## src/rtl/core/nps_pkg.sv

```systemverilog
// ----------------------------------------------------------------------------
// nps_pkg
// widths, register codes and shared types of the nearest prototype encoder
// ----------------------------------------------------------------------------
package nps_pkg;

  localparam int PROTO_COUNT = 64;
  localparam int VALUE_BITS  = 16;

  localparam int IDX_W    = $clog2(PROTO_COUNT);
  localparam int RANK_W   = $clog2(PROTO_COUNT + 1);
  localparam int ENTRY_W  = 6;
  localparam int SAMPLE_W = 16;
  localparam int CFG_W    = 7;
  localparam int CODE_W   = 64;
  localparam int REG_IDX_W = 2;

  localparam logic [CFG_W-1:0] ACTIVE_BITS_RST = CFG_W'(8);
  localparam logic [CFG_W-1:0] SIZE_IN_USE_RST = CFG_W'(64);

  typedef enum logic [REG_IDX_W-1:0] {
    REG_ACTIVE_BITS = 2'd0,
    REG_SIZE_IN_USE = 2'd1
  } reg_idx_t;

  typedef enum logic {
    FUNC_LOAD   = 1'b0,
    FUNC_ENCODE = 1'b1
  } func_t;

  // control from the sequencer to every cell
  typedef struct packed {
    logic load;
    logic start;
    logic step;
  } nps_ctrl_t;

  // distance token handed from cell to cell
  typedef struct packed {
    logic [VALUE_BITS-1:0] span;
    logic [IDX_W-1:0]      idx;
  } nps_trav_t;

  function automatic logic [VALUE_BITS-1:0] sample_to_value(
    input logic [SAMPLE_W-1:0] s
  );
    logic [31:0] ext;
    ext = 32'(s);
    return ext[VALUE_BITS-1:0];
  endfunction

endpackage

```

## src/rtl/core/nps_cell.sv

```systemverilog
// ----------------------------------------------------------------------------
// nps_cell
// one prototype entry: holds its value, its distance to the scalar and a
// rank counter, and passes a distance token on to the next cell
// ----------------------------------------------------------------------------
module nps_cell (
  input  logic                         clk,
  input  logic [nps_pkg::IDX_W-1:0]    cell_idx,
  input  nps_pkg::nps_ctrl_t           ctrl,
  input  logic [nps_pkg::ENTRY_W-1:0]  load_idx,
  input  logic [nps_pkg::VALUE_BITS-1:0] value,
  input  logic [nps_pkg::CFG_W-1:0]    act_limit,
  input  logic [nps_pkg::CFG_W-1:0]    size_in_use,
  input  nps_pkg::nps_trav_t           trav_in,
  output nps_pkg::nps_trav_t           trav_out,
  output logic                         sel
);
  import nps_pkg::*;

  logic [VALUE_BITS-1:0] proto_r;
  logic [VALUE_BITS-1:0] dist_r;
  logic [VALUE_BITS-1:0] dist_nxt;
  logic [RANK_W-1:0]     rank_r;
  nps_trav_t             trav_r;
  logic                  hit;

  assign dist_nxt = (proto_r >= value) ? (proto_r - value) : (value - proto_r);

  // token is nearer, or equally near with a lower index, and within size
  assign hit = (CFG_W'(trav_r.idx) < size_in_use) &&
               ((trav_r.span < dist_r) ||
                ((trav_r.span == dist_r) && (trav_r.idx < cell_idx)));

  always_ff @(posedge clk) begin
    if (ctrl.load && (load_idx == ENTRY_W'(cell_idx))) begin
      proto_r <= value;
    end
    if (ctrl.start) begin
      dist_r      <= dist_nxt;
      trav_r.span <= dist_nxt;
      trav_r.idx  <= cell_idx;
      rank_r      <= '0;
    end else if (ctrl.step) begin
      trav_r <= trav_in;
      if (hit) begin
        rank_r <= rank_r + RANK_W'(1);
      end
    end
  end

  assign trav_out = trav_r;
  assign sel      = (CFG_W'(cell_idx) < size_in_use) && (CFG_W'(rank_r) < act_limit);

endmodule

```

## config.mk

```make
export PLATFORM = sky130hd
export DESIGN_NAME = nps_cell
export DESIGN_NICKNAME = d
export VERILOG_FILES = /design/src/rtl/core/nps_pkg.sv /design/src/rtl/core/nps_cell.sv
export SDC_FILE = /design/constraint.sdc
export NUM_CORES = 1
export LEC_CHECK = 0
export BUFFER_PORTS_ARGS = -buffer_cell sky130_fd_sc_hd__buf_2
export CORE_MARGIN = 5
export CORE_UTILIZATION = 55
export DETAILED_ROUTE_END_ITERATION = 8
export MAX_ROUTING_LAYER = met4
export PLACE_DENSITY = 0.87
export SLEW_MARGIN = 15
export SYNTH_ARGS = -nofsm -noshare
export SYNTH_HDL_FRONTEND = slang
export SYNTH_SLANG_ARGS = --single-unit
```

## constraint.sdc

```tcl
create_clock -name clk -period 4.05 [get_ports clk]
set_clock_uncertainty 0.1 [all_clocks]
set_input_delay 0.405 -clock clk [delete_from_list [all_inputs] [get_ports clk]]
set_output_delay 0.405 -clock clk [all_outputs]
set_load 0.02 [all_outputs]
```

==> run metrics, run 1 <==
Synth Flop Type edfxtp_1; VDD IR max about 0.17 mV; clk buf depth 2; kind of critical path reg -> reg; via count about 4,000; FFs w/ async S/R, synth 0; synthesis-to-finish area growth 14.8%; Power Dens Cells ~320 nW/um^2; die area around 11,000 sq um; Max Slew Vio Count 0; clock power share 0.306; ANT cells 0; status finished clean; Startpoint Class flip-flop; P_sw about 0.54 mW; Hold Path Class in -> reg; CP max FO 13; DRC 0; post-synthesis cell area 4900 sq um; Crit-path slowest cell fa_1; Ports between 90 and 100; post-route minimum period between 3000 and 4000 ps; Worst-path clk slew approximately 70 ps; RSZ-0062 raised after global routing no; per-cell routed wire length ~16 um; global-route wire length before repair 18,500 um; syn_nets ~630; Crit path largest cell delay 410 ps; endpoint class of the critical path flip-flop; Lkg Pwr 2.81 nW; Arr. time, crit path 3290 ps; syn avg cell area 10.1 sq um; Clock Latency Late Sink around 340 ps; critical path, cell by cell inv_1 > ha_1 > fa_1 > nand3b_1 > a31o_2 > a21oi_2 > o21ai_2 > nand2_2 > mux2_2 > xor2_1 > mux2_2; effective utilization at floorplan 0.562; Combinational Power Share 0.263; FILL cells 682; Rows 34; Core Area 8720 sq um; IO Port Bufs 90; first drt pass iteration count 4; Detailed Route WL 10,800 um; grt total ovfl 0; P_int 1.26 mW; final core utilization 0.645; largest net degree at the start of global routing 27; share of cells above drive strength 1 0.251; Detail Placement HPWL 8510 um; CP endpoint trav_out[16]; crit path launch proto_r[0]; R2R cell count 11; final setup fails 0; yosys warns 0; CP most frequent cell mux2_2; worst reg-to-reg setup slack roughly 750 ps; root buffer cell clkbuf_8; initial antenna violation count 0; maxcap violations 0; Fin Setup TNS 0 ps; Die Y 104 um; FF-to-FF Start proto_r[0]; Non-Filler Instances ~690; Post-synth EDFFs 54; Min Hold Slack 163 ps; worst-margin pin slew about 650 ps; CTS Buf Count 9; worst r2r dst trav_out[16]; # hold bufs at CTS 0; Die Width around 100 um; number of global-route vias before repair 4,054; Syn Inst Count 487; Routability Congestion 0.857; DRT iter0 DRCs 130; CTS tree done; Final Hold Vio Count 0; WP data required 4040 ps; post-synthesis sequential area ratio 0.359; sequential group share of total power 0.432; fin crit share 0.814; Peak Freq 303 MHz; via density per instance 5.67; H-tree lvl count 3; gr usage total 0.209; setup bufs post-CTS 0; final net count 712; ANT nets after route 0; FF+latch count, synth 61; # clock sinks 61; Netlist cell types 58; post_cts resized 0; switching share of power 0.300; Inst Count DP between 600 and 700; relative slew slack 0.564; overall power after layout 1.81 mW
-- worst max-delay path, delay by kind of cell, from the launching register on --
kind	cells	cell delay (ps)
flops	1	360
mux	2	660
buf+inv	1	50
compound gates	3	590
xor+xnor	1	150
fa+ha+maj	2	610
simple gates	2	530
-- cell families (layout without fill, tap and decap cells) --
logic type,after synthesis,in the layout,share of synthesized area
buf+inv,87,178,0.0712
mux,36,36,0.0796
fa+ha+maj,71,71,0.184
flops,61,61,0.359
compound gates,118,118,0.172
simple gates,94,94,0.0978
xor+xnor,20,20,0.0357
-- cell type report --
cell class | count | area [sq um] | share of cell area
inverter | 70 | 263 | 0.0467
timing repair buffer | 92 | 465 | 0.0827
sequential | 61 | 1760 | 0.313
clock inverter | 2 | 11.3 | 0.00200
tap | 108 | 135 | 0.0240
multi-input combinational | 339 | 2800 | 0.497
clock buffer | 14 | 194 | 0.0345
-- cell usage in the layout (no fill, tap or decap), types with 4 or more instances in the layout --
cell type  Yosys  routed
buf_2          6      90
a221oi_1       5       5
nand2b_1       5       5
nand3_1        6       6
xnor2_1        8       8
xor2_1        12      12
a21o_1        34      34
nor2b_1        9       9
mux2i_1       12      12
nand2_1       22      22
clkbuf_8       0      12
dfxtp_1        7       7
nand4_1       12      12
edfxtp_1      54      54
mux2_2        24      24
nor3_1         4       4
o31ai_1        4       4
inv_1         70      70
a21oi_1       33      33
nor2_1        21      21
ha_1          69      69
o21ai_0       10      10
-- per-stage QoR --
step	instance area, sq um	worst slack, ps
6_report	5630	752
5_1_grt	5630	635
4_1_cts	5630	764
3_5_place_dp	5420	638
3_3_place_gp	5420	715
2_1_floorplan	4900	1150
-- flip-flops by register name, indices dropped and copies added, names as in the netlist --
| register | count |
|---|---|
| trav_out | 22 |
| dist_r | 16 |
| proto_r | 16 |
| rank_r | 7 |
-- metal layers --
layer	GRT usage	routed length, um	vias to the layer above
met5	-	0	-
met4	0.0694	171	0
met3	0.0403	543	19
met2	0.359	5420	107
met1	0.246	4670	1840
li1	-	-	1921
-- synthesized netlist by cell type, types with 4 or more instances --
cell / count / area, sq um
o21ai_0: 10 / 50.1
mux2i_1: 12 / 120
o31ai_1: 4 / 30.0
inv_1: 70 / 263
dfxtp_1: 7 / 140
edfxtp_1: 54 / 1620
a221oi_1: 5 / 43.8
a21o_1: 34 / 255
a21oi_1: 33 / 165
nand2b_1: 5 / 31.3
nor2_1: 21 / 78.8
xnor2_1: 8 / 70.1
xor2_1: 12 / 105
nor2b_1: 9 / 56.3
clkbuf_1: 9 / 33.8
ha_1: 69 / 863
nand4_1: 12 / 75.1
nand3_1: 6 / 30.0
nand2_1: 22 / 82.6
buf_2: 6 / 30.0
nor3_1: 4 / 20.0
mux2_2: 24 / 270
-- power by group through the flow --
| stage | Clock (mW) | Combinational, mW | Sequential (mW) |
|---|---|---|---|
| floorplan | 0 | 0.290 | 0.821 |
| global placement | 0 | 0.448 | 0.789 |
| detailed placement | 0 | 0.470 | 0.792 |
| CTS | 0.568 | 0.476 | 0.779 |
| global route | 0.594 | 0.531 | 0.784 |
| finish | 0.552 | 0.474 | 0.779 |
-- worst min path at each step --
stage | cells after the start | endpoint | from | slack, ps
final | 1 | proto_r[15] | value[15] | 160
after detailed placement | 2 | rank_r[4] | rank_r[4] | 410
after global placement | 2 | rank_r[4] | rank_r[4] | 380
after CTS | 1 | proto_r[15] | value[15] | 150
after global routing | 1 | proto_r[0] | value[0] | 150
after floorplan | 2 | rank_r[4] | rank_r[4] | 370
No activity file was read; power rests on OpenSTA's default activity.
==> run 2, diff against run 1 <==
CORE_UTILIZATION = 51   (was 55)
PLACE_DENSITY = 0.85   (was 0.87)
clock period = 2.8 ns   (was 4.05 ns; I/O delays follow)
==> run 2 against run 1 <==
  * The flow now finishes with violations (negative setup slack)
  * Sequential share of layout area shrank 3.5 points
  * Critical endpoint is now trav_out[11]
  * Largest power group unchanged
  * Critical path type unchanged
  * Sequential power grew 45%
  * Highest routed layer unchanged
  * Die area grew 7.1%
  * Combinational power grew 83%
==> run metrics, run 2 (same netlist as run 1, synthesis figures left out) <==
status complete, but fails checks; failing checks negative setup slack; H-tree lvl count 3; Hold Path Class in -> reg; Detail Placement HPWL 9640 um; WP data required 2780 ps; # clock sinks 61; ANT cells 0; Die Y 108 um; endpoint class of the critical path flip-flop; Inst Count DP 737; Worst-path clk slew 70 ps; most common cell after layout, fill and taps aside buf_2; VDD IR max about 0.25 mV; ANT nets after route 0; Routability Congestion 0.879; Ports 91; Core Area 9330 sq um; CTS tree done; # hold bufs at CTS 0; RSZ-0062 raised after global routing yes; IO Port Bufs 90; grt total ovfl 0; kind of critical path reg -> reg; maxcap violations 0; root buffer cell clkbuf_8; die area 11,700 sq um; synthesis-to-finish area growth 29.2%; Power Dens Cells roughly 440 nW/um^2; share of cells above drive strength 1 0.365; global-route wire length before repair 19,200 um; FILL cells ~700; post-route minimum period 3020 ps; via count 4,182; CP max FO 7; Final Hold Vio Count 0; initial antenna violation count 0; via density per instance 5.47; per-cell routed wire length 16.7 um; Lkg Pwr 3.17 nW; worst-margin pin slew approximately 620 ps; Placement Cell Area just under 6000 sq um; Max Slew Vio Count 0; DRT iter0 DRCs 220; final net count 770; Arr. time, crit path about 3000 ps; effective utilization at floorplan 0.526; gr usage total 0.214; worst reg-to-reg setup slack -220 ps; final setup fails 21; Peak Freq 331 MHz; Die Width 108 um; Fin Setup TNS -2180 ps; first drt pass iteration count 5; most frequent cells in the layout buf_2, inv_1, ha_1, buf_4, edfxtp_1; relative slew slack 0.586; Clock Latency Late Sink 340 ps; final instance area 6330 sq um; number of global-route vias before repair 4,236; clk buf depth 2; Min Hold Slack 36.5 ps; DRC 0; largest net degree at the start of global routing 27; Detailed Route WL 12,700 um; fin crit share 1.08; CTS Buf Count 9; Startpoint Class flip-flop; max FFs per register 22; Non-Filler Instances around 770; overall power after layout 2.78 mW; Rows 35; final worst-path setup slack -217 ps
[run 2: where the power goes]
group / internal, mW / leakage (nW) / switching [mW]
Clock: 0.422 / 0.101 / 0.363
Sequential: 1.08 / 0.581 / 0.0414
Combinational: 0.410 / 2.49 / 0.459
[run 2: what timing repair did]
| item | 4_1_cts | 5_1_grt |
|---|---|---|
| resized for setup | 26 | 29 |
| pin swaps | 13 | 15 |
| buffers inserted | 7 | 6 |
| setup endpoints to repair | 18 | 26 |
[run 2: routing by layer]
layer  track usage  part of all wire
met5             -                 0
met2         0.379              0.51
met4        0.0812             0.021
met1         0.244              0.41
met3        0.0346             0.062
[run 2: worst paths after layout]
kind,to,startpoint,cells after the start
hold / removal,proto_r[15],value[15],1
setup / recovery,trav_out[11],proto_r[0],12
setup reg to reg,trav_out[11],proto_r[0],12
hold reg to reg,rank_r[3],rank_r[3],2
[run 2: layout make-up]
type                    count  area, sq um  share of cell area
well taps                 129          161              0.0255
multi-input cells         339         3030               0.479
repair buffers            150          917               0.145
clock inverters             3         17.5             0.00277
clock buffers              13          180              0.0284
flip-flops and latches     61         1760               0.278
inverters                  70          263              0.0415
[run 2: worst max-delay path, stage by stage (launching register included)]
cell	delay, ps
edfxtp_1	360
inv_1	50
ha_2	180
fa_2	350
nand3b_1	230
a31o_2	290
a21oi_4	150
o21ai_2	90
nand2_2	140
buf_12	160
mux2i_1	260
xor2_1	130
mux2_4	280
[run 2: per-stage QoR]
| step | worst slack, ps | util |
|---|---|---|
| floorplan | -20.2 | - |
| global placement | -175 | 0.623 |
| detailed placement | -261 | 0.623 |
| CTS | -82.4 | 0.660 |
| global route | -294 | 0.679 |
| finish | -217 | 0.679 |
