===== config.mk =====
export PLATFORM = sky130hd
export DESIGN_NAME = nps_ctrl
export DESIGN_NICKNAME = d
export VERILOG_FILES = /design/src/rtl/core/nps_pkg.sv /design/src/rtl/core/nps_ctrl.sv
export SDC_FILE = /design/constraint.sdc
export NUM_CORES = 1
export LEC_CHECK = 0
export BUFFER_PORTS_ARGS = -buffer_cell sky130_fd_sc_hd__buf_2
export CORE_ASPECT_RATIO = 1.25
export CORE_MARGIN = 1
export CORE_UTILIZATION = 38
export CTS_CLUSTER_DIAMETER = 200
export DETAILED_ROUTE_END_ITERATION = 8
export PLACE_DENSITY = 0.77
export SLEW_MARGIN = 20
export SYNTH_ARGS = -nofsm -noshare
export SYNTH_HDL_FRONTEND = slang
export SYNTH_SLANG_ARGS = --single-unit

===== constraint.sdc =====
create_clock -name clk -period 7.1 [get_ports clk]
set_input_delay 1.775 -clock clk [delete_from_list [all_inputs] [get_ports clk]]
set_output_delay 1.775 -clock clk [all_outputs]
set_load 0.05 [all_outputs]

===== src/rtl/core/nps_pkg.sv =====
// ----------------------------------------------------------------------------
// nps_pkg
// widths, register codes and shared types of the nearest prototype encoder
// ----------------------------------------------------------------------------
package nps_pkg;

  localparam int PROTO_COUNT = 64;
  localparam int VALUE_BITS  = 16;

  localparam int IDX_W    = $clog2(PROTO_COUNT);
  localparam int RANK_W   = $clog2(PROTO_COUNT + 1);
  localparam int ENTRY_W  = 6;
  localparam int SAMPLE_W = 16;
  localparam int CFG_W    = 7;
  localparam int CODE_W   = 64;
  localparam int REG_IDX_W = 2;

  localparam logic [CFG_W-1:0] ACTIVE_BITS_RST = CFG_W'(8);
  localparam logic [CFG_W-1:0] SIZE_IN_USE_RST = CFG_W'(64);

  typedef enum logic [REG_IDX_W-1:0] {
    REG_ACTIVE_BITS = 2'd0,
    REG_SIZE_IN_USE = 2'd1
  } reg_idx_t;

  typedef enum logic {
    FUNC_LOAD   = 1'b0,
    FUNC_ENCODE = 1'b1
  } func_t;

  // control from the sequencer to every cell
  typedef struct packed {
    logic load;
    logic start;
    logic step;
  } nps_ctrl_t;

  // distance token handed from cell to cell
  typedef struct packed {
    logic [VALUE_BITS-1:0] span;
    logic [IDX_W-1:0]      idx;
  } nps_trav_t;

  function automatic logic [VALUE_BITS-1:0] sample_to_value(
    input logic [SAMPLE_W-1:0] s
  );
    logic [31:0] ext;
    ext = 32'(s);
    return ext[VALUE_BITS-1:0];
  endfunction

endpackage


===== src/rtl/core/nps_ctrl.sv =====
// ----------------------------------------------------------------------------
// nps_ctrl
// sequencer: starts the cell row, counts the token passes and holds the
// result beat in the output register
// ----------------------------------------------------------------------------
module nps_ctrl (
  input  logic                        clk,
  input  logic                        rst_n,
  input  logic                        in_valid,
  input  logic                        in_func,
  output logic                        in_stall,
  output logic                        out_valid,
  input  logic                        out_stall,
  output logic [nps_pkg::CODE_W-1:0]  out_code_bits,
  input  logic [nps_pkg::CODE_W-1:0]  code_vec,
  output nps_pkg::nps_ctrl_t          ctrl
);
  import nps_pkg::*;

  typedef enum logic [1:0] {
    ST_IDLE,
    ST_RUN,
    ST_DONE
  } state_t;

  state_t             state_r, state_nxt;
  logic [IDX_W-1:0]   cnt_r, cnt_nxt;
  logic               out_valid_r, out_valid_nxt;
  logic [CODE_W-1:0]  out_code_r;
  logic               in_acc;
  logic               capture;

  assign in_stall = (state_r != ST_IDLE);
  assign in_acc   = in_valid && !in_stall;

  assign ctrl.load  = in_acc && (in_func == FUNC_LOAD);
  assign ctrl.start = in_acc && (in_func == FUNC_ENCODE);
  assign ctrl.step  = (state_r == ST_RUN);

  // output register free or being emptied this cycle
  assign capture = (state_r == ST_DONE) && (!out_valid_r || !out_stall);

  always_comb begin
    state_nxt     = state_r;
    cnt_nxt       = cnt_r;
    out_valid_nxt = out_valid_r && out_stall;
    unique case (state_r)
      ST_IDLE: begin
        if (ctrl.start) begin
          state_nxt = ST_RUN;
          cnt_nxt   = '0;
        end
      end
      ST_RUN: begin
        cnt_nxt = cnt_r + IDX_W'(1);
        if (cnt_r == IDX_W'(PROTO_COUNT - 1)) begin
          state_nxt = ST_DONE;
        end
      end
      ST_DONE: begin
        if (capture) begin
          state_nxt     = ST_IDLE;
          out_valid_nxt = 1'b1;
        end
      end
      default: begin
        state_nxt = ST_IDLE;
      end
    endcase
  end

  always_ff @(posedge clk) begin
    if (!rst_n) begin
      state_r     <= ST_IDLE;
      cnt_r       <= '0;
      out_valid_r <= 1'b0;
    end else begin
      state_r     <= state_nxt;
      cnt_r       <= cnt_nxt;
      out_valid_r <= out_valid_nxt;
      if (capture) begin
        out_code_r <= code_vec;
      end
    end
  end

  assign out_valid     = out_valid_r;
  assign out_code_bits = out_code_r;

endmodule


==> load_flow_metrics.sql, run 1 <==
INSERT INTO impl_metrics (metric_group, metric, value, unit) VALUES
('clock_network', 'postCtsSetupBuffers', '0', ''),
('routing', 'wire_per_inst', '14.0', 'um'),
('floorplan', 'die_w', '72.5', 'um'),
('synth', 'yosysUniqueCellTypes', '26', ''),
('global_routing', 'global_route_wire_length_before_repair', '7.27', 'mm'),
('power_and_ir_drop', 'powerDensity', '240', 'nW/um2'),
('synth', 'ys_ff_latch', '73', ''),
('sta', 'finalCriticalPeriod', '4100', 'ps'),
('clock_network', 'cts.sinks', '73', ''),
('synth', 'mux_share_of_post_synthesis_cell_area', '0', ''),
('global_routing', 'number_of_antenna_violations_at_the_first_check_in_global_routing', '3', ''),
('sta', 'totalNegativeSetupSlack', '0', 'ps'),
('clock_network', 'cts.path.max_buffers', '2', ''),
('sta', 'report.final.slew_viol_count', '0', ''),
('setup_path', 'crit_path_cell_trace', 'buf_2 > and3_1 > buf_2', ''),
('placement', 'hpwlAfterDp', '3.59', 'mm'),
('synth', 'synth-async-reset-ratio', '0', ''),
('synth', 'synth_fp_nets', '183', ''),
('finish', 'multi_input_comb_area', '245', 'um2'),
('worst_hold_path', 'hold_end', 'cnt_r[3]$_SDFFE_PN0P_', ''),
('routing', 'dr.pass1.iters', '4', ''),
('synth', 'synth-compound-area-share', '0.0525', ''),
('setup_path', 'critPathMaxStageDelay', '270', 'ps'),
('setup_path', 'critical_path.n_buffers_inverters', '2', ''),
('setup_path', 'timing.critical_path.slowest_stage_cell', 'buf_2', ''),
('synth', 'synthesis.instances', '113', ''),
('synth', 'synth_top_cells_by_count', 'edfxtp_1, dfxtp_1, nand2_1, nor2_1, a21oi_1', ''),
('finish', 'register_area', '2100', 'um2'),
('finish', 'drive_above_1_share', '0.589', ''),
('synth', 'synth.yosys.warnings', '0', ''),
('floorplan', 'ioPinCount', '138', ''),
('global_routing', 'grt_start_max_net_pins', '65', ''),
('setup_path', 'rr_endpoint', 'out_code_bits[49]$_DFFE_PP_', ''),
('placement', 'port_buffers', '137', ''),
('setup_path', 'arrival', '2320', 'ps'),
('setup_path', 'r2r_cells', '3', ''),
('routing', 'drt_iter0_markers', '67', ''),
('setup_path', 'worst_setup_path_start_kind', 'input port', ''),
('synth', 'post_synth.cell_area_avg', '20.9', 'um2'),
('synth', 'synth_top_cell_by_area', 'edfxtp_1', ''),
('sta', 'worst_hold_slack', '513', 'ps'),
('sta', 'upper_clock_frequency_limit', '0.244', 'GHz'),
('synth', 'yosys.area_share.adder', '0.00531', ''),
('synth', 'synth_simple_gate_area_share', '0.0414', ''),
('floorplan', 'start_util', '0.400', ''),
('routing', 'dr_total_vias', '1563', ''),
('setup_path', 'timing.critical_path.fanout_max', '3', ''),
('synth', 'post_synth_xor_area_fraction', '0', ''),
('global_routing', 'global_route.overflow_total', '0', ''),
('placement', 'gp_routability_congestion', '0.780', ''),
('clock_network', 'clk_pin_slew', '70', 'ps'),
('routing', 'ant_nets', '0', ''),
('placement', 'detailedPlace.worstSlack', '3010', 'ps'),
('worst_hold_path', 'min-delay-start', 'cnt_r[3]$_SDFFE_PN0P_', ''),
('synth', 'area_share_of_the_largest_cell_type_after_synthesis', '0.815', ''),
('synth', 'yosysSeqAreaShare', '0.891', ''),
('sta', 'timing.final.ws_setup', '3000', 'ps'),
('clock_network', 'cts_tree', 'done', ''),
('sta', 'clock_skew', '8.87', 'ps'),
('run_status', 'result_of_the_run', 'finished, final reports clean', ''),
('clock_network', 'worst_skew_pair.late_latency', '330', 'ps'),
('clock_network', 'holdBufCountCts', '0', ''),
('synth', 'dominantRegCellSynth', 'edfxtp_1', ''),
('floorplan', 'chip_height', '90.1', 'um'),
('routing', 'drt_wl_total', '4.90', 'mm'),
('routing', 'detail_route.drc_violations', '0', ''),
('global_routing', 'number_of_global_route_vias_before_repair', '1515', ''),
('clock_network', 'cts_repair_resize_count', '0', ''),
('setup_path', 'setup_slack_on_the_worst_flop_to_flop_path', '5270', 'ps'),
('finish', 'n_fill_cell', '517', ''),
('setup_path', 'timing.critical_path.required', '5330', 'ps');
-- worst register-to-register path, delay by kind of cell (launching register included) --
family        cells  cell delay, ps
buf+inv           1             630
flops             1             440
simple gates      2             340
-- power by group --
group          internal, uW  leakage [uW]  switching (uW)
sequential              467      0.000648            1.35
combinational          16.2      0.000631            15.6
clock                   160     0.0000897             141
-- flip-flops by register name, indices dropped and copies added (netlist names) --
register / flops
cnt_r: 6
out_code_bits: 64
out_valid: 1
state_r: 2
-- layout by cell type, fill, tap and decap left out, drive strengths merged, types with 2 or more instances in the layout --
master,n
dfxtp,9
buf,138
clkinvlp,2
clkinv,4
nand2b,2
a311oi,3
diode,2
a211oi,2
clkbuf,10
a21oi,4
nor2,5
edfxtp,64
nand2,5
o21ai,2
-- layer usage --
metal  up-vias  GRT usage  routed length [um]
li1        742          -                   -
met1       731      0.155                1700
met2        82      0.253                2600
met3         6     0.0897                 551
met4         2     0.0637                  34
met5         -          0                  13
-- area by class of cell --
cell class,instances,area share
diodes,2,0.00150
clock buffers,10,0.0382
clock inverters,6,0.0176
inverters,2,0.00225
multi-input cells,36,0.0734
flip-flops and latches,73,0.629
well taps,82,0.0307
repair buffers,138,0.207
-- worst max path at each step --
stage | from | end | slack [ps] | depth (start not counted)
6_report | in_func | ctrl[1] | 3000 | 3
4_1_cts | in_func | ctrl[1] | 3010 | 3
2_1_floorplan | rst_n | out_code_bits[0]$_DFFE_PP_ | 2090 | 2
5_1_grt | in_func | ctrl[1] | 2960 | 3
3_5_place_dp | in_func | ctrl[1] | 3010 | 3
3_3_place_gp | in_func | ctrl[1] | 3030 | 3
-- cells by family after synthesis --
kind of cell,Yosys count
simple gates,19
compound gates,16
buf+inv,4
fa+ha+maj,1
flops,73
-- per-stage QoR --
step	cell area [um2]	instances	util	power (uW)
2_1_floorplan	2360	113	-	489
4_1_cts	3340	347	0.566	813
6_report	3340	349	0.567	801
5_1_grt	3340	348	0.566	835
3_3_place_gp	3150	331	0.534	508
3_5_place_dp	3150	331	0.534	509
Power figures use the tool's default switching activity.
==> run 2: changes to the inputs <==
--- a/config.mk
+++ b/config.mk
@@ -5,13 +5,14 @@
 export SDC_FILE = /design/constraint.sdc
 export NUM_CORES = 1
 export LEC_CHECK = 0
+export ABC_AREA = 1
 export BUFFER_PORTS_ARGS = -buffer_cell sky130_fd_sc_hd__buf_2
 export CORE_ASPECT_RATIO = 1.25
 export CORE_MARGIN = 1
-export CORE_UTILIZATION = 38
+export CORE_UTILIZATION = 43
 export CTS_CLUSTER_DIAMETER = 200
 export DETAILED_ROUTE_END_ITERATION = 8
-export PLACE_DENSITY = 0.77
+export PLACE_DENSITY = 0.82
 export SLEW_MARGIN = 20
 export SYNTH_ARGS = -nofsm -noshare
 export SYNTH_HDL_FRONTEND = slang
==> constraint.sdc (replaced) <==
create_clock -name clk -period 3.8 [get_ports clk]
set_input_delay 0.95 -clock clk [delete_from_list [all_inputs] [get_ports clk]]
set_output_delay 0.95 -clock clk [all_outputs]
set_load 0.05 [all_outputs]
==> run 2 against run 1 <==
Effect of this change:
- routed wire length is 0.49% higher
- sequential power increased by 91%
- non-clock buffer count unchanged
- worst setup slack worse by 1700 ps
- critical path type unchanged
- critical endpoint unchanged
- largest cell class unchanged
- largest power group unchanged
==> load_flow_metrics.sql, run 2 <==
INSERT INTO impl_metrics (metric_group, metric, value, unit) VALUES
('synth', 'area_share_of_the_largest_cell_type_after_synthesis', '0.807', ''),
('clock_network', 'holdBufCountCts', '0', ''),
('synth', 'dominantRegCellSynth', 'edfxtp_1', ''),
('setup_path', 'arrival', '1530', 'ps'),
('sta', 'slew-limit-headroom', '0.469', ''),
('worst_hold_path', 'hold_crit_path_type', 'register to register', ''),
('setup_path', 'critical_path.n_buffers_inverters', '3', ''),
('synth', 'synth-compound-area-share', '0.0247', ''),
('synth', 'synth_top_family_by_area', 'simple AND/OR/NAND/NOR gates', ''),
('routing', 'drt_iter0_markers', '128', ''),
('finish', 'area_delta_synth_final', '42.2', '%'),
('setup_path', 'timing.critical_path.required', '2850', 'ps'),
('routing', 'detail_route.drc_violations', '0', ''),
('synth', 'synthTopCellsByArea', 'edfxtp_1, dfxtp_1, nand2_1', ''),
('clock_network', 'clk_pin_slew', '60', 'ps'),
('setup_path', 'path_delay_family', 'buffers and inverters', ''),
('run_status', 'result_of_the_run', 'finished, final reports clean', ''),
('sta', 'finalCritPeriodShare', '0.654', ''),
('sta', 'totalNegativeSetupSlack', '0', 'ps'),
('synth', 'mappedNetlistArea', '2380', 'um2'),
('synth', 'number_of_enable_type_register_cells_in_the_synthesized_netlist', '64', ''),
('sta', 'setup_violations', '0', ''),
('synth', 'ys_ff_latch', '73', ''),
('routing', 'drt_wl_total', '4.92', 'mm'),
('power_and_ir_drop', 'static-leakage-power', '0.00143', 'uW'),
('floorplan', 'floorplan.die_area', '5840', 'um2'),
('floorplan', 'chip_height', '85.2', 'um'),
('synth', 'yosysUniqueCellTypes', '20', ''),
('sta', 'worst_hold_slack', '519', 'ps'),
('synth', 'mux_share_of_post_synthesis_cell_area', '0', ''),
('synth', 'synth_fp_nets', '200', ''),
('setup_path', 'setup.worst_path.class', 'input port to primary output', ''),
('global_routing', 'number_of_antenna_violations_at_the_first_check_in_global_routing', '1', ''),
('placement', 'gp_routability_congestion', '0.864', ''),
('sta', 'unrepaired_setup_endpoints_after_global_routing', 'false', ''),
('power_and_ir_drop', 'powerDensity', '507', 'nW/um2'),
('global_routing', 'global_route.overflow_total', '0', ''),
('global_routing', 'number_of_global_route_vias_before_repair', '1513', ''),
('clock_network', 'cts.sinks', '73', ''),
('global_routing', 'global_route_wire_length_before_repair', '6.97', 'mm'),
('finish', 'drive_above_1_share', '0.572', ''),
('flow_run', 'maxCapViolations', '0', ''),
('synth', 'synth.yosys.warnings', '0', ''),
('routing', 'ant_nets', '0', ''),
('synth', 'synth-async-reset-ratio', '0', ''),
('sta', 'report.final.slew_viol_count', '0', ''),
('setup_path', 'critPathMaxStageDelay', '260', 'ps'),
('clock_network', 'cts_repair_resize_count', '0', ''),
('placement', 'hpwlAfterDp', '3.54', 'mm'),
('setup_path', 'worst_setup_path_start_kind', 'input port', ''),
('sta', 'clock_skew', '13.0', 'ps'),
('global_routing', 'groute.usage.overall', '0.175', ''),
('clock_network', 'cts_made_buffers', '9', ''),
('routing', 'dr_total_vias', '1565', ''),
('synth', 'synth_most_common_cell', 'edfxtp_1', ''),
('routing', 'wire_per_inst', '14.3', 'um'),
('floorplan', 'start_util', '0.459', ''),
('clock_network', 'cts_tree', 'done', ''),
('synth', 'yosysSeqAreaShare', '0.882', ''),
('clock_network', 'postCtsSetupBuffers', '0', ''),
('sta', 'worst-slew-pin-transition', '796', 'ps'),
('synth', 'synth_simple_gate_area_share', '0.0672', ''),
('power_and_ir_drop', 'ir_worst_vdd', '0.300', 'mV'),
('floorplan', 'coreArea', '5190', 'um2'),
('synth', 'synth_top_cell_by_area', 'edfxtp_1', ''),
('sta', 'upper_clock_frequency_limit', '0.403', 'GHz'),
('clock_network', 'clockRootBuffer', 'clkbuf_8', ''),
('finish', 'commonest_non_fill_non_tap_cells_in_the_layout', 'buf_2, edfxtp_1, nand2_1, clkbuf_8, dfxtp_1', ''),
('placement', 'port_buffers', '137', ''),
('global_routing', 'grt_start_max_net_pins', '65', ''),
('routing', 'post_drt_via_cell_ratio', '4.54', ''),
('setup_path', 'crit_path_cell_trace', 'buf_2 > nand4_2 > inv_1 > buf_2', ''),
('finish', 'n_fill_cell', '399', ''),
('setup_path', 'setup.worst_path.end_class', 'primary output', ''),
('finish', 'layout.nets', '348', ''),
('floorplan', 'ioPinCount', '138', ''),
('clock_network', 'worst_skew_pair.late_latency', '350', 'ps'),
('setup_path', 'timing.critical_path.slowest_stage_cell', 'buf_2', ''),
('finish', 'largest_reg_flops', '64', ''),
('clock_network', 'cts.path.max_buffers', '2', ''),
('synth', 'post_synth_xor_area_fraction', '0.00368', ''),
('sta', 'final-hold-violation-count', '0', ''),
('setup_path', 'timing.critical_path.fanout_max', '4', ''),
('clock_network', 'htree_levels', '3', ''),
('finish', 'most_common_cell_after_layout_fill_and_taps_aside', 'buf_2', ''),
('floorplan', 'rows', '29', ''),
('synth', 'post_synth.cell_area_avg', '18.3', 'um2'),
('sta', 'finalCriticalPeriod', '2480', 'ps'),
('floorplan', 'die_w', '68.6', 'um'),
('synth', 'synthesis.instances', '130', ''),
('synth', 'yosys.area_share.adder', '0.00525', ''),
('routing', 'dr.pass1.iters', '4', ''),
('finish', 'final_antenna_diode_count', '0', ''),
('synth', 'synth_top_cells_by_count', 'edfxtp_1, nand2_1, dfxtp_1, nor2_1, a21oi_1', ''),
('setup_path', 'crit_path_frequent_cell', 'buf_2', '');
[run 2: cell types whose count changed after synthesis, moves of 3 or more]
cell,previous run,this run
inv_1,1,4
inv_2,0,3
nand2_1,5,17
nand3_1,1,4
nor2_1,5,9
[run 2: cells by family after synthesis]
| logic type | count (synthesis) |
|---|---|
| xor gates and xnor gates | 1 |
| buffers and inverters | 9 |
| adders and majority gates | 1 |
| and+or+nand+nor | 35 |
| AOI/OAI and AO/OA | 11 |
| DFF | 73 |
[run 2: path summary, 6_finish.rpt]
kind                                start                         end  slack (ps)  cells after the start
setup reg to reg  state_r[0]$_SDFFE_PN0P_  out_code_bits[4]$_DFFE_PP_        2140                      4
hold reg to reg     cnt_r[3]$_SDFFE_PN0P_       cnt_r[3]$_SDFFE_PN0P_         520                      2
hold / removal      cnt_r[3]$_SDFFE_PN0P_       cnt_r[3]$_SDFFE_PN0P_         520                      2
setup / recovery                  in_func                     ctrl[1]        1320                      4
[run 2: routing by layer]
metal  routed length [um]  track usage  vias to the layer above
met5                   16            0                        -
met4                  145        0.134                        2
met3                  338       0.0605                       17
met2                 2700        0.279                       63
met1                 1720        0.182                      715
li1                     -            -                      768
[run 2: per-stage QoR]
step	area [um2]	total power, uW	cells	util	worst slack, ps
after floorplan	2380	980	130	-	619
after global placement	3150	1030	329	0.608	1330
after detailed placement	3150	1030	329	0.608	1320
after CTS	3390	1730	345	0.653	1310
after global routing	3390	1770	345	0.653	1250
final	3390	1720	345	0.653	1320
[run 2: layout make-up]
cell class | instances | area, um2 | area share
well taps | 62 | 77.6 | 0.0229
flip-flops and latches | 73 | 2100 | 0.621
multi-input cells | 48 | 248 | 0.0731
inverters | 8 | 32.5 | 0.00960
clock buffers | 10 | 128 | 0.0377
repair buffers | 138 | 693 | 0.205
clock inverters | 6 | 106 | 0.0314
[run 2: tightest hold or removal path: cells and delay by family, from the launching register on]
kind | cells | cell delay (ps)
AOI/OAI and AO/OA | 1 | 50
DFF | 1 | 340
and+or+nand+nor | 1 | 80
[run 2: power by group]
| part | switching, uW | total, uW | internal, uW |
|---|---|---|---|
| Sequential | 5.13 | 892 | 887 |
| Combinational | 82.3 | 121 | 39.2 |
| Clock | 271 | 704 | 433 |
| Total | 359 | 1720 | 1360 |
==> run 3: changes to the inputs <==
--- a/config.mk
+++ b/config.mk
@@ -9,10 +9,10 @@
 export BUFFER_PORTS_ARGS = -buffer_cell sky130_fd_sc_hd__buf_2
 export CORE_ASPECT_RATIO = 1.25
 export CORE_MARGIN = 1
-export CORE_UTILIZATION = 43
+export CORE_UTILIZATION = 39
 export CTS_CLUSTER_DIAMETER = 200
 export DETAILED_ROUTE_END_ITERATION = 8
-export PLACE_DENSITY = 0.82
+export PLACE_DENSITY = 0.78
 export SLEW_MARGIN = 20
 export SYNTH_ARGS = -nofsm -noshare
 export SYNTH_HDL_FRONTEND = slang
==> constraint.sdc (replaced) <==
create_clock -name clk -period 2 [get_ports clk]
set_input_delay 0.5 -clock clk [delete_from_list [all_inputs] [get_ports clk]]
set_output_delay 0.5 -clock clk [all_outputs]
set_load 0.05 [all_outputs]
==> run 3 against run 2 <==
Effect of this change:
- worst setup slack worse by 1000 ps
- combinational power is 93% higher
- first-iteration DRC count down 60%
- critical endpoint unchanged
- highest routed layer is now met4
- largest power group unchanged
- largest cell class unchanged
- sequential power up 89%
- sequential cell count did not move
- sequential share of layout area rose by 0.50 points
==> load_flow_metrics.sql, run 3 (same netlist as run 2, synthesis figures left out) <==
INSERT INTO impl_metrics (metric_group, metric, value, unit) VALUES
('run_status', 'result_of_the_run', 'finished, final reports clean', ''),
('placement', 'hpwlAfterDp', '3.53', 'mm'),
('routing', 'dr_total_vias', '1578', ''),
('floorplan', 'die_w', '71.9', 'um'),
('worst_hold_path', 'hold_end', 'out_code_bits[21]$_DFFE_PP_', ''),
('sta', 'finalCritPeriodShare', '0.859', ''),
('power_and_ir_drop', 'ir_worst_vdd', '0.328', 'mV'),
('power_and_ir_drop', 'powerDensity', '851', 'nW/um2'),
('global_routing', 'top_usage_layer', 'met2', ''),
('global_routing', 'met3_global_route_usage', '0.0496', ''),
('setup_path', 'setup_slack_on_the_worst_flop_to_flop_path', '710', 'ps'),
('clock_network', 'htree_levels', '3', ''),
('flow_run', 'maxCapViolations', '0', ''),
('global_routing', 'grt_start_max_net_pins', '65', ''),
('global_routing', 'global_route_wire_length_before_repair', '6.48', 'mm'),
('clock_network', 'postCtsSetupBuffers', '0', ''),
('placement', 'placedCellCount', '349', ''),
('sta', 'report.final.slew_viol_count', '0', ''),
('floorplan', 'start_util', '0.407', ''),
('clock_network', 'worst_skew_pair.late_latency', '340', 'ps'),
('routing', 'ant_nets', '0', ''),
('setup_path', 'r2r_cells', '4', ''),
('floorplan', 'coreArea', '5860', 'um2'),
('clock_network', 'holdBufCountCts', '0', ''),
('global_routing', 'global_route.overflow_total', '0', ''),
('global_routing', 'gr-usage-met1', '0.138', ''),
('power_and_ir_drop', 'static-leakage-power', '0.00140', 'uW'),
('global_routing', 'number_of_antenna_violations_at_the_first_check_in_global_routing', '0', ''),
('routing', 'drt_wl_total', '4.73', 'mm'),
('placement', 'gp_routability_congestion', '0.772', ''),
('setup_path', 'arrival', '1220', 'ps'),
('clock_network', 'cts.sinks', '73', ''),
('sta', 'clock_skew', '6.60', 'ps'),
('sta', 'slew-limit-headroom', '0.784', ''),
('clock_network', 'cts_made_buffers', '9', ''),
('routing', 'post_drt_via_cell_ratio', '4.34', ''),
('finish', 'commonest_non_fill_non_tap_cells_in_the_layout', 'buf_2, edfxtp_1, nand2_1, clkbuf_8', ''),
('setup_path', 'setup.worst_path.end_class', 'primary output', ''),
('setup_path', 'timing.critical_path.fanout_max', '4', ''),
('finish', 'largest_reg_flops', '64', ''),
('worst_hold_path', 'min_path_cells', '1', ''),
('sta', 'totalNegativeSetupSlack', '0', 'ps'),
('clock_network', 'clk_pin_slew', '80', 'ps'),
('worst_hold_path', 'min-delay-start', 'code_vec[21]', ''),
('clock_network', 'cts_repair_resize_count', '0', ''),
('setup_path', 'timing.critical_path.required', '1500', 'ps'),
('global_routing', 'number_of_global_route_vias_before_repair', '1438', ''),
('routing', 'drt_iter0_markers', '51', ''),
('worst_hold_path', 'hold_crit_path_type', 'input port to register', ''),
('global_routing', 'groute.usage.overall', '0.143', ''),
('floorplan', 'chip_height', '89.4', 'um'),
('routing', 'detail_route.drc_violations', '0', ''),
('global_routing', 'met2_routing_resource_usage_after_global_routing', '0.253', ''),
('floorplan', 'floorplan.die_area', '6430', 'um2'),
('setup_path', 'crit-reg2reg-launch', 'state_r[0]$_SDFFE_PN0P_', ''),
('finish', 'area_delta_synth_final', '41.1', '%'),
('sta', 'final-hold-violation-count', '0', ''),
('floorplan', 'ioPinCount', '138', ''),
('setup_path', 'setup.worst_path.class', 'register to primary output', ''),
('routing', 'wire_per_inst', '13.0', 'um'),
('clock_network', 'cts_tree', 'done', ''),
('finish', 'stdcell_count', '364', ''),
('placement', 'port_buffers', '137', ''),
('finish', 'final_antenna_diode_count', '0', ''),
('sta', 'unrepaired_setup_endpoints_after_global_routing', 'false', ''),
('sta', 'worst-slew-pin-transition', '324', 'ps'),
('routing', 'dr.pass1.iters', '4', ''),
('clock_network', 'clockRootBuffer', 'clkbuf_8', ''),
('floorplan', 'rows', '31', ''),
('setup_path', 'rr_endpoint', 'out_code_bits[33]$_DFFE_PP_', ''),
('finish', 'n_fill_cell', '475', ''),
('sta', 'setup_violations', '0', ''),
('finish', 'drive_above_1_share', '0.589', ''),
('sta', 'finalCriticalPeriod', '1720', 'ps'),
('setup_path', 'worst_setup_path_start_kind', 'register', ''),
('finish', 'most_common_cell_after_layout_fill_and_taps_aside', 'buf_2', ''),
('clock_network', 'cts.path.max_buffers', '2', ''),
('finish', 'layout.nets', '348', ''),
('sta', 'upper_clock_frequency_limit', '0.582', 'GHz');
## run 3: changes by cell type in the layout (fill, tap and decap cells not counted), moves of 2 or more
cell and change:
bufinv_16 -3, clkinvlp_4 +2, nand2_1 -2, nand2_2 +2
## run 3: area by class of cell
cell class / instances / area, um2 / share of cell area
Tap cell: 82 / 103 / 0.0305
Multi-Input combinational cell: 48 / 258 / 0.0767
Timing Repair Buffer: 138 / 706 / 0.210
Inverter: 8 / 32.5 / 0.00968
Sequential cell: 73 / 2100 / 0.626
Clock buffer: 9 / 124 / 0.0368
Clock inverter: 6 / 36.3 / 0.0108
## run 3: worst max-delay path, stage by stage, from the launching register on
cell and delay, ps:
dfxtp_1 330, inv_2 70, nand4_2 130, inv_1 100, buf_2 260
## run 3: per-layer routing
layer | share of wire | wire length, um
met5 | 0 | 0
met4 | 0.032 | 153
met3 | 0.066 | 313
met2 | 0.53 | 2510
met1 | 0.37 | 1750
## run 3: stage by stage
| stage | hold WS, ps | area, um2 | utilization | setup slack [ps] | power [uW] |
|---|---|---|---|---|---|
| after floorplan | 461 | 2400 | - | 1.12 | 1860 |
| after global placement | 485 | 3200 | 0.547 | 380 | 1960 |
| after detailed placement | 489 | 3200 | 0.547 | 386 | 1960 |
| after CTS | 312 | 3360 | 0.574 | 248 | 2890 |
| after global routing | 308 | 3360 | 0.574 | 178 | 2970 |
| final | 333 | 3360 | 0.574 | 282 | 2860 |
## run 3: how the worst max path moves through the flow
stage                                 end  cells after the start               startpoint  slack (ps)
2_1_floorplan  out_code_bits[0]$_DFFE_PP_                      3                out_stall           1
3_3_place_gp                      ctrl[1]                      4                  in_func         380
3_5_place_dp                      ctrl[1]                      4                  in_func         390
4_1_cts                           ctrl[1]                      4  state_r[0]$_SDFFE_PN0P_         250
5_1_grt                           ctrl[2]                      4  state_r[1]$_SDFFE_PN0P_         180
6_report                          ctrl[1]                      4  state_r[0]$_SDFFE_PN0P_         280
## run 3: where the power goes
group,internal (uW),switching [uW]
Combinational,76.5,158
Clock,433,498
Sequential,1680,9.37
